[src/rtl/core/bfha_pkg.sv]
// shared types, constants and helpers for the best-fit heap allocator
// used by bfha_cell, bfha_ctrl, the top level and the checker
package bfha_pkg;

    localparam int TABLE_ENTRIES = 64;
    localparam int PAGE_BITS     = 12;
    localparam int DATA_W        = 32;
    localparam int IDX_W         = $clog2(TABLE_ENTRIES);
    localparam int CNT_W         = $clog2(TABLE_ENTRIES + 1);

    localparam logic [DATA_W-1:0] PAGE_SIZE = DATA_W'(1) << PAGE_BITS;

    localparam logic [2:0] ST_OK       = 3'd0;
    localparam logic [2:0] ST_NOFIT    = 3'd1;
    localparam logic [2:0] ST_FULL     = 3'd2;
    localparam logic [2:0] ST_NOTFOUND = 3'd3;
    localparam logic [2:0] ST_ZERO     = 3'd4;

    localparam logic [1:0] FN_ALLOC   = 2'd0;
    localparam logic [1:0] FN_ALIGNED = 2'd1;
    localparam logic [1:0] FN_FREE    = 2'd2;

    localparam logic REG_REGION_START = 1'b0;
    localparam logic REG_REGION_END   = 1'b1;

    typedef enum logic [1:0] {
        MODE_BEST,
        MODE_START,
        MODE_END
    } mode_t;

    // search request, held steady while a scan runs down the chain
    typedef struct packed {
        mode_t             mode;
        logic              aligned;
        logic [DATA_W-1:0] size;
        logic [DATA_W-1:0] addr;
        logic              skip_en;
        logic [IDX_W-1:0]  skip;
    } query_t;

    // scan packet handed from cell to cell
    typedef struct packed {
        logic              valid;
        logic              found;
        logic [IDX_W-1:0]  idx;
        logic [DATA_W-1:0] base;
        logic [DATA_W-1:0] len;
        logic              hole;
        logic [CNT_W-1:0]  free_cnt;
        logic [IDX_W-1:0]  free1;
        logic [IDX_W-1:0]  free2;
    } pkt_t;

    typedef struct packed {
        logic              en;
        logic [IDX_W-1:0]  idx;
        logic [DATA_W-1:0] base;
        logic [DATA_W-1:0] len;
        logic              hole;
        logic              valid;
    } wr_t;

    typedef struct packed {
        logic              en;
        logic [DATA_W-1:0] base;
        logic [DATA_W-1:0] len;
    } rebuild_t;

    // bytes from base up to the next page boundary
    function automatic logic [DATA_W-1:0] lead_gap(input logic [DATA_W-1:0] b);
        logic [DATA_W-1:0] low;
        begin
            low = DATA_W'(b[PAGE_BITS-1:0]);
            return (low != '0) ? (PAGE_SIZE - low) : '0;
        end
    endfunction

endpackage

[src/rtl/core/bfha_ctrl.sv]
// request sequencer: launches scans, plans entry writes, holds config and result
// depends on bfha_pkg
module bfha_ctrl (
    input  logic                         clk,
    input  logic                         rst_n,
    input  logic                         in_valid,
    output logic                         in_stall,
    input  logic [1:0]                   func,
    input  logic [bfha_pkg::DATA_W-1:0]  req_size,
    input  logic [bfha_pkg::DATA_W-1:0]  free_addr,
    output logic                         out_valid,
    input  logic                         out_stall,
    output logic [bfha_pkg::DATA_W-1:0]  block_addr,
    output logic [2:0]                   status,
    output logic [bfha_pkg::DATA_W-1:0]  used_bytes,
    input  logic                         cfg_we,
    input  logic                         cfg_index,
    input  logic [bfha_pkg::DATA_W-1:0]  cfg_data,
    output bfha_pkg::query_t             query,
    output bfha_pkg::wr_t                wr,
    output bfha_pkg::rebuild_t           rebuild,
    output bfha_pkg::pkt_t               chain_in,
    input  bfha_pkg::pkt_t               chain_out
);

    typedef enum logic [3:0] {
        S_IDLE,
        S_SCAN,
        S_AEVAL,
        S_APLAN,
        S_ACOMMIT,
        S_FREE_A,
        S_FREE_B,
        S_FREE_C,
        S_WRITE,
        S_LAUNCH_C,
        S_DONE
    } state_t;

    typedef enum logic [1:0] {
        PH_ALLOC,
        PH_A,
        PH_B,
        PH_C
    } phase_t;

    state_t                      state_reg;
    phase_t                      phase_reg;
    logic                        launch_reg;
    bfha_pkg::query_t            query_reg;
    bfha_pkg::pkt_t              res_reg;
    bfha_pkg::wr_t               wcmd_reg [3];
    logic [1:0]                  wptr_reg;
    logic                        then_c_reg;

    logic [bfha_pkg::DATA_W-1:0] region_start_reg;
    logic [bfha_pkg::DATA_W-1:0] region_end_reg;
    logic [bfha_pkg::DATA_W-1:0] bytes_used_reg;

    logic [bfha_pkg::DATA_W-1:0] off_reg;
    logic [bfha_pkg::DATA_W-1:0] rest_reg;
    logic [bfha_pkg::DATA_W-1:0] start_reg;
    logic [bfha_pkg::DATA_W-1:0] i_base_reg;
    logic [bfha_pkg::DATA_W-1:0] i_len_reg;
    logic [bfha_pkg::IDX_W-1:0]  i_idx_reg;
    logic [bfha_pkg::DATA_W-1:0] cur_base_reg;
    logic [bfha_pkg::DATA_W-1:0] cur_len_reg;
    logic [bfha_pkg::IDX_W-1:0]  cur_idx_reg;
    logic [bfha_pkg::DATA_W-1:0] res_addr_reg;
    logic [2:0]                  res_status_reg;

    logic                        out_valid_reg;
    logic [bfha_pkg::DATA_W-1:0] block_addr_reg;
    logic [2:0]                  status_reg;
    logic [bfha_pkg::DATA_W-1:0] used_bytes_reg;

    logic [bfha_pkg::DATA_W-1:0] new_start;
    logic [bfha_pkg::DATA_W-1:0] new_end;
    logic [bfha_pkg::DATA_W-1:0] a_off;
    logic [1:0]                  need;
    logic                        small_req;
    logic [bfha_pkg::DATA_W-1:0] start_plus_n;
    logic [bfha_pkg::DATA_W-1:0] rest_minus_n;
    logic [bfha_pkg::DATA_W-1:0] used_sat;
    logic [bfha_pkg::DATA_W-1:0] b_sum;
    logic [bfha_pkg::DATA_W-1:0] c_sum;
    logic [bfha_pkg::DATA_W-1:0] c_addr;
    logic                        in_acc;

    always_comb
    begin
        new_start = (cfg_index == bfha_pkg::REG_REGION_START) ? cfg_data : region_start_reg;
        new_end   = (cfg_index == bfha_pkg::REG_REGION_END) ? cfg_data : region_end_reg;
        rebuild.en   = cfg_we;
        rebuild.base = new_start;
        rebuild.len  = (new_end >= new_start) ? (new_end - new_start) : '0;

        a_off        = query_reg.aligned ? bfha_pkg::lead_gap(res_reg.base) : '0;
        small_req    = query_reg.size < rest_reg;
        need         = {1'b0, off_reg != '0} + {1'b0, small_req};
        start_plus_n = start_reg + query_reg.size;
        rest_minus_n = rest_reg - query_reg.size;
        used_sat     = (bytes_used_reg > ~query_reg.size) ? '1
                                                          : bytes_used_reg + query_reg.size;
        b_sum        = res_reg.len + i_len_reg;
        c_sum        = cur_len_reg + res_reg.len;
        c_addr       = cur_base_reg + cur_len_reg;

        wr    = wcmd_reg[wptr_reg];
        wr.en = wcmd_reg[wptr_reg].en && (state_reg == S_WRITE);

        chain_in       = '0;
        chain_in.valid = launch_reg;

        in_acc = in_valid && !in_stall;
    end

    assign in_stall   = (state_reg != S_IDLE);
    assign query      = query_reg;
    assign out_valid  = out_valid_reg;
    assign block_addr = block_addr_reg;
    assign status     = status_reg;
    assign used_bytes = used_bytes_reg;

    always_ff @(posedge clk or negedge rst_n)
    begin
        if (!rst_n)
        begin
            state_reg        <= S_IDLE;
            phase_reg        <= PH_ALLOC;
            launch_reg       <= 1'b0;
            query_reg        <= '0;
            res_reg          <= '0;
            for (int k = 0; k < 3; k++)
                wcmd_reg[k] <= '0;
            wptr_reg         <= '0;
            then_c_reg       <= 1'b0;
            region_start_reg <= '0;
            region_end_reg   <= '0;
            bytes_used_reg   <= '0;
            off_reg          <= '0;
            rest_reg         <= '0;
            start_reg        <= '0;
            i_base_reg       <= '0;
            i_len_reg        <= '0;
            i_idx_reg        <= '0;
            cur_base_reg     <= '0;
            cur_len_reg      <= '0;
            cur_idx_reg      <= '0;
            res_addr_reg     <= '0;
            res_status_reg   <= bfha_pkg::ST_OK;
            out_valid_reg    <= 1'b0;
            block_addr_reg   <= '0;
            status_reg       <= bfha_pkg::ST_OK;
            used_bytes_reg   <= '0;
        end
        else
        begin
            // S_DONE reloads the result register itself
            if (out_valid_reg && !out_stall && (state_reg != S_DONE))
                out_valid_reg <= 1'b0;

            if (cfg_we)
            begin
                if (cfg_index == bfha_pkg::REG_REGION_START)
                    region_start_reg <= cfg_data;
                else
                    region_end_reg <= cfg_data;
                bytes_used_reg <= '0;
            end

            case (state_reg)
                S_IDLE:
                begin
                    if (in_acc)
                    begin
                        res_addr_reg        <= '0;
                        res_status_reg      <= bfha_pkg::ST_OK;
                        query_reg.size      <= req_size;
                        query_reg.aligned   <= (func == bfha_pkg::FN_ALIGNED);
                        query_reg.addr      <= free_addr;
                        query_reg.skip_en   <= 1'b0;
                        query_reg.skip      <= '0;
                        if (func == bfha_pkg::FN_ALLOC || func == bfha_pkg::FN_ALIGNED)
                        begin
                            if (req_size == '0)
                            begin
                                res_status_reg <= bfha_pkg::ST_ZERO;
                                state_reg      <= S_DONE;
                            end
                            else
                            begin
                                query_reg.mode <= bfha_pkg::MODE_BEST;
                                phase_reg      <= PH_ALLOC;
                                launch_reg     <= 1'b1;
                                state_reg      <= S_SCAN;
                            end
                        end
                        else if (func == bfha_pkg::FN_FREE)
                        begin
                            query_reg.mode <= bfha_pkg::MODE_START;
                            phase_reg      <= PH_A;
                            launch_reg     <= 1'b1;
                            state_reg      <= S_SCAN;
                        end
                        else
                        begin
                            state_reg <= S_DONE;
                        end
                    end
                end

                S_SCAN:
                begin
                    // launch pulse lasts the first scan cycle only
                    launch_reg <= 1'b0;
                    if (chain_out.valid)
                    begin
                        res_reg <= chain_out;
                        case (phase_reg)
                            PH_ALLOC: state_reg <= S_AEVAL;
                            PH_A:     state_reg <= S_FREE_A;
                            PH_B:     state_reg <= S_FREE_B;
                            PH_C:     state_reg <= S_FREE_C;
                            default:  state_reg <= S_IDLE;
                        endcase
                    end
                end

                S_AEVAL:
                begin
                    if (!res_reg.found)
                    begin
                        res_status_reg <= bfha_pkg::ST_NOFIT;
                        state_reg      <= S_DONE;
                    end
                    else
                    begin
                        off_reg   <= a_off;
                        state_reg <= S_APLAN;
                    end
                end

                S_APLAN:
                begin
                    rest_reg  <= res_reg.len - off_reg;
                    start_reg <= res_reg.base + off_reg;
                    state_reg <= S_ACOMMIT;
                end

                S_ACOMMIT:
                begin
                    if (bfha_pkg::CNT_W'(need) > res_reg.free_cnt)
                    begin
                        res_status_reg <= bfha_pkg::ST_FULL;
                        state_reg      <= S_DONE;
                    end
                    else
                    begin
                        if (off_reg != '0)
                        begin
                            // leading bytes stay a hole in the chosen entry
                            wcmd_reg[0] <= '{1'b1, res_reg.idx, res_reg.base, off_reg,
                                             1'b1, 1'b1};
                            wcmd_reg[1] <= '{1'b1, res_reg.free1, start_reg,
                                             query_reg.size, 1'b0, 1'b1};
                            wcmd_reg[2] <= '{small_req, res_reg.free2, start_plus_n,
                                             rest_minus_n, 1'b1, 1'b1};
                        end
                        else
                        begin
                            wcmd_reg[0] <= '{1'b1, res_reg.idx, start_reg,
                                             query_reg.size, 1'b0, 1'b1};
                            wcmd_reg[1] <= '{small_req, res_reg.free1, start_plus_n,
                                             rest_minus_n, 1'b1, 1'b1};
                            wcmd_reg[2] <= '0;
                        end
                        bytes_used_reg <= used_sat;
                        res_addr_reg   <= start_reg;
                        then_c_reg     <= 1'b0;
                        wptr_reg       <= '0;
                        state_reg      <= S_WRITE;
                    end
                end

                S_FREE_A:
                begin
                    if (!res_reg.found)
                    begin
                        res_status_reg <= bfha_pkg::ST_NOTFOUND;
                        state_reg      <= S_DONE;
                    end
                    else
                    begin
                        i_idx_reg         <= res_reg.idx;
                        i_base_reg        <= res_reg.base;
                        i_len_reg         <= res_reg.len;
                        query_reg.mode    <= bfha_pkg::MODE_END;
                        query_reg.skip_en <= 1'b1;
                        query_reg.skip    <= res_reg.idx;
                        phase_reg         <= PH_B;
                        launch_reg        <= 1'b1;
                        state_reg         <= S_SCAN;
                    end
                end

                S_FREE_B:
                begin
                    if (res_reg.found && res_reg.hole)
                    begin
                        // merge into the hole that ends where this block starts
                        cur_idx_reg  <= res_reg.idx;
                        cur_base_reg <= res_reg.base;
                        cur_len_reg  <= b_sum;
                        wcmd_reg[0]  <= '{1'b1, res_reg.idx, res_reg.base, b_sum,
                                          1'b1, 1'b1};
                        wcmd_reg[1]  <= '{1'b1, i_idx_reg, i_base_reg, i_len_reg,
                                          1'b0, 1'b0};
                    end
                    else
                    begin
                        cur_idx_reg  <= i_idx_reg;
                        cur_base_reg <= i_base_reg;
                        cur_len_reg  <= i_len_reg;
                        wcmd_reg[0]  <= '{1'b1, i_idx_reg, i_base_reg, i_len_reg,
                                          1'b1, 1'b1};
                        wcmd_reg[1]  <= '0;
                    end
                    wcmd_reg[2] <= '0;
                    then_c_reg  <= 1'b1;
                    wptr_reg    <= '0;
                    state_reg   <= S_WRITE;
                end

                S_LAUNCH_C:
                begin
                    query_reg.mode    <= bfha_pkg::MODE_START;
                    query_reg.addr    <= c_addr;
                    query_reg.skip_en <= 1'b1;
                    query_reg.skip    <= cur_idx_reg;
                    phase_reg         <= PH_C;
                    launch_reg        <= 1'b1;
                    state_reg         <= S_SCAN;
                end

                S_FREE_C:
                begin
                    if (res_reg.found && res_reg.hole)
                    begin
                        wcmd_reg[0] <= '{1'b1, cur_idx_reg, cur_base_reg, c_sum,
                                         1'b1, 1'b1};
                        wcmd_reg[1] <= '{1'b1, res_reg.idx, res_reg.base, res_reg.len,
                                         1'b0, 1'b0};
                        wcmd_reg[2] <= '0;
                        then_c_reg  <= 1'b0;
                        wptr_reg    <= '0;
                        state_reg   <= S_WRITE;
                    end
                    else
                    begin
                        state_reg <= S_DONE;
                    end
                end

                S_WRITE:
                begin
                    if (wptr_reg == 2'd2)
                    begin
                        wptr_reg  <= '0;
                        state_reg <= then_c_reg ? S_LAUNCH_C : S_DONE;
                    end
                    else
                    begin
                        wptr_reg <= wptr_reg + 2'd1;
                    end
                end

                S_DONE:
                begin
                    if (!out_valid_reg || !out_stall)
                    begin
                        out_valid_reg  <= 1'b1;
                        block_addr_reg <= (res_status_reg == bfha_pkg::ST_OK) ? res_addr_reg
                                                                              : '0;
                        status_reg     <= res_status_reg;
                        used_bytes_reg <= bytes_used_reg;
                        state_reg      <= S_IDLE;
                    end
                end

                default:
                    state_reg <= S_IDLE;
            endcase
        end
    end

endmodule

[config.mk]
export PLATFORM = sky130hd
export DESIGN_NAME = bfha_ctrl
export DESIGN_NICKNAME = d
export VERILOG_FILES = /design/src/rtl/core/bfha_pkg.sv /design/src/rtl/core/bfha_ctrl.sv
export SDC_FILE = /design/constraint.sdc
export NUM_CORES = 2
export LEC_CHECK = 0
export BUFFER_PORTS_ARGS = -buffer_cell sky130_fd_sc_hd__buf_2
export CORE_AREA = 2 2 291 293
export DETAILED_ROUTE_END_ITERATION = 10
export DIE_AREA = 0 0 293 295
export GPL_TIMING_DRIVEN = 0
export PLACE_DENSITY = 0.81
export SLEW_MARGIN = 20
export SYNTH_ARGS = -nofsm -noshare
export SYNTH_HDL_FRONTEND = slang
export SYNTH_SLANG_ARGS = --single-unit
[constraint.sdc]
create_clock -name clk -period 7.6 [get_ports clk]
set_input_delay 1.14 -clock clk [delete_from_list [all_inputs] [get_ports clk]]
set_output_delay 1.14 -clock clk [all_outputs]
set_load 0.01 [all_outputs]
==> impl_results.md <==
* Placed cell count at 7229
* Initial core utilization at 59.8%
* Post-synth top area cell: dfrtp_1
* Combinational power share at 52.0%
* Sw Share at 49.9%
* Die area at 86400 sq um
* Worst Hold Class: input port to asynchronous set/reset pin
* Failing checks: DRC, setup timing
* Cells after Synth at 5570
* Worst-skew pair later-pin latency at 0.67 ns
* Layout Utilization at 69.0%
* Crit. End Element: register
* Relative slew margins at 15.3%
* First-pass GRT wire length at 301000 um
* Min Tclk post-route at 7.69 ns
* TritonCTS Buffers at 89
* Layout Cells excl Fill at 7406
* IO Port Bufs at 475
* CP Cell Sequence: inv_1, ha_1, a21o_1, o2bb2ai_1, o41a_1, a22oi_1, nand3b_1, a31oi_1, o21ai_1, a221o_1, nand2_1, inv_2, ha_1, ha_1, a21oi_1, a2111oi_2, buf_2, buf_2, nand2b_1, nor2_2, clkbuf_1, buf_6, a22o_1
* Tightest Pin Transition at 1.26 ns
* Asr flop ratio synth at 100%
* DRT Pass-1 Iters at 11
* Startpoint types: register
* Via/cell ratio at 6.52
* Global route total overflow at 0
* Antenna violations before repair at 15
* Wire per inst at 28.5 um
* Leak Pwr at 27.4 nW
* Kind of critical path: register to register
* Post-Syn Area per Cell at 8.93 sq um
* Most frequent CP cell: ha_1
* Fillers at 6563
* Number of max-cap violations at 0
* Core ar. at 83200 sq um
* Pre-CTS setup slack at -0.133 ns
* Final GP Congestion at 1.05
* Routed Antenna Nets at 0
* Yosys top cell area share at 40.6%
* Setup Buffers After CTS at 0
* Nets at 6697
* Distinct cells, synth at 84
* Final wirelength at 211000 um
* Largest register FFs at 217
* Worst EP required at 8.18 ns
* DPL Wire Length at 166000 um
* Power Internal at 0.0133 W
* Largest net degree at the start of global routing at 98
* Max clock buf depth at 3
* Family with the most delay on the worst path: compound AO/OA/AOI/OAI gates
* Register area share after synthesis at 40.6%
* Layout cells sized above 1 at 16.1%
* Final WS setup at -0.0911 ns
* Critical Path Slowest Stage Cell: dfrtp_1
* CTS tree: built
* Ys flop type: dfrtp_1
* Starting DRT DRC Count at 6378
* Area Growth Syn to Fin at 15.3%
* Final hold slack at 0.421 ns
* Total global-route track usage at 47.7%
* Synthesized cell area at 49800 sq um
* Post-route DRC at 7
* P_sw at 0.0133 W
* CTS H-tree lvls at 3
* P per Cell Area at 464 nW/um^2
* FP Rows at 106
* Clock tree root buffer cell: clkbuf_16
* Die W at 293 um
* Outcome: finished, violations left
* Leading post-synthesis cells by cell area: dfrtp_1 41%, nand2_1 6.4%, ha_1 6.3%, mux2_2 5.2%, o21ai_0 4.1%
* PostCTS Resize Cnt at 12
* Seq cells post-synth at 808
* Crit-path max FO at 9
* Worst-path clk slew at 0.06 ns
* Worst Skew at 0.0287 ns
* Fin. max-slew vios at 0
* Final hold violations at 0
* Clk pwr share at 17.7%
* RSZ-0062 raised after global routing: no
* Die height at 295 um
* CP Data Arrival Time at 8.27 ns
* Fmax at 130 MHz
* Crit path largest cell delay at 0.74 ns
* Via count at 48300
* EDFF count, synth at 0
* Fin crit share at 101%
* Setup Viol. Count Final at 5
* Cell depth of the worst flop-to-flop path at 23
* Flop pwr share at 30.3%
* Critical path depth at 23
* Peak VDD IR at 0.000279 V
* Clock sinks at 808
* Hold_buf cts at 0
* Synth Warn # at 0
* Vias in the first global route at 45600
* CP bufs+invs at 6
* Ports at 569
[stage by stage]
stage               area, sq um  TNS [ns]  total power (W)
floorplan                 50100         0           0.0154
global placement          53800  -9929.18           0.0207
detailed placement        54200     -2.30           0.0210
CTS                       57300         0           0.0258
global route              57300         0           0.0276
finish                    57400    -0.360           0.0266
[synth_stat cells, drive strengths merged (7+ instances only)]
cell	n
a2111oi	14
a211oi	42
a21boi	16
a21o	157
a21oi	324
a221o	12
a221oi	39
a222oi	84
a22o	62
a22oi	15
a31oi	150
and2	18
and3	33
buf	135
clkbuf	291
dfrtp	808
fa	9
ha	252
inv	157
mux2	231
mux2i	127
nand2	845
nand2b	35
nand3	81
nand3b	7
nand4	32
nor2	458
nor2b	46
nor3	78
nor3b	7
nor4	20
o211ai	26
o21a	47
o21ai	496
o21bai	35
o22ai	11
o31a	8
o31ai	20
or2	8
or3	18
or4	8
xnor2	139
xor2	90
[cell type report]
cell class	count	area (sq um)	area share, %
clock buffer	130	2590	4.52
timing repair buffer	489	2680	4.66
antenna	13	32.5	0.0567
multi-input combinational	4268	27300	47.7
tap	1080	1350	2.36
buffer	426	2010	3.51
sequential	808	20200	35.2
clock inverter	34	549	0.957
inverter	158	593	1.03
[layout by cell type, fill, tap and decap left out, types with 30 or more instances in the layout]
cell type,count
a211oi_1,42
a21o_1,157
a21oi_1,324
a221oi_1,39
a222oi_1,84
a22o_1,62
a31oi_1,150
and3_1,33
buf_1,30
buf_2,481
buf_4,95
clkbuf_1,294
clkbuf_16,91
conb_1,91
dfrtp_1,807
ha_1,252
inv_1,153
mux2_2,230
mux2i_1,127
nand2_1,844
nand2b_1,35
nand3_1,81
nand4_1,32
nor2_1,457
nor2b_1,46
nor3_1,76
o21a_1,47
o21ai_0,409
o21ai_1,87
o21bai_1,35
xnor2_1,139
xor2_1,90
[power groups by stage]
| stage | logic, W | clock network [W] | registers (W) |
|---|---|---|---|
| after floorplan | 0.00863 | 0 | 0.00680 |
| after global placement | 0.0129 | 0 | 0.00783 |
| after detailed placement | 0.0131 | 0 | 0.00787 |
| after CTS | 0.0133 | 0.00470 | 0.00781 |
| after global routing | 0.0147 | 0.00486 | 0.00803 |
| final | 0.0138 | 0.00472 | 0.00806 |
[layer usage]
layer	track usage, %	wire length, um	vias to the layer above
li1	-	-	21200
met1	60.1	76400	23000
met5	0	77	-
met3	14.4	28500	686
met4	33.5	16900	10
met2	70.3	88900	3403
[kinds of logic after synthesis]
logic type                 after synthesis  synth area share (%)
and+or+nand+nor                       1705                  14.6
muxes                                  358                  7.78
adders and majority gates              261                  6.70
other                                    1               0.00754
buffers and inverters                  584                  5.17
AOI/OAI and AO/OA                     1624                  21.1
xor gates and xnor gates               229                  4.03
DFF                                    808                  40.6
[worst register-to-register path: stages, from the launching register on]
cell       delay [ns]
dfrtp_1          0.74
inv_1            0.33
ha_1             0.44
a21o_1           0.24
o2bb2ai_1        0.18
o41a_1           0.44
a22oi_1          0.24
nand3b_1         0.15
a31oi_1          0.37
o21ai_1          0.25
a221o_1          0.39
nand2_1          0.21
inv_2            0.05
ha_1             0.36
ha_1             0.39
a21oi_1          0.17
a2111oi_2        0.07
buf_2            0.17
buf_2            0.21
nand2b_1         0.35
nor2_2           0.68
clkbuf_1         0.72
buf_6            0.29
a22o_1           0.18
[final timing paths]
path,startpoint,endpoint,slack (ns)
worst max-delay path,query[43]$_DFFE_PN0P_,wcmd_reg[71]$_DFFE_PN0P_,-0.09
worst min register to register,wcmd_reg[218]$_DFFE_PN0P_,wcmd_reg[218]$_DFFE_PN0P_,0.47
worst max register to register,query[43]$_DFFE_PN0P_,wcmd_reg[71]$_DFFE_PN0P_,-0.09
min in group clk,wcmd_reg[218]$_DFFE_PN0P_,wcmd_reg[218]$_DFFE_PN0P_,0.47
max in group asynchronous,rst_n,query[34]$_DFFE_PN0P_,5.30
worst min-delay path,rst_n,used_bytes[15]$_DFFE_PN0P_,0.42
Note: power is estimated with default switching activity, not from simulation.
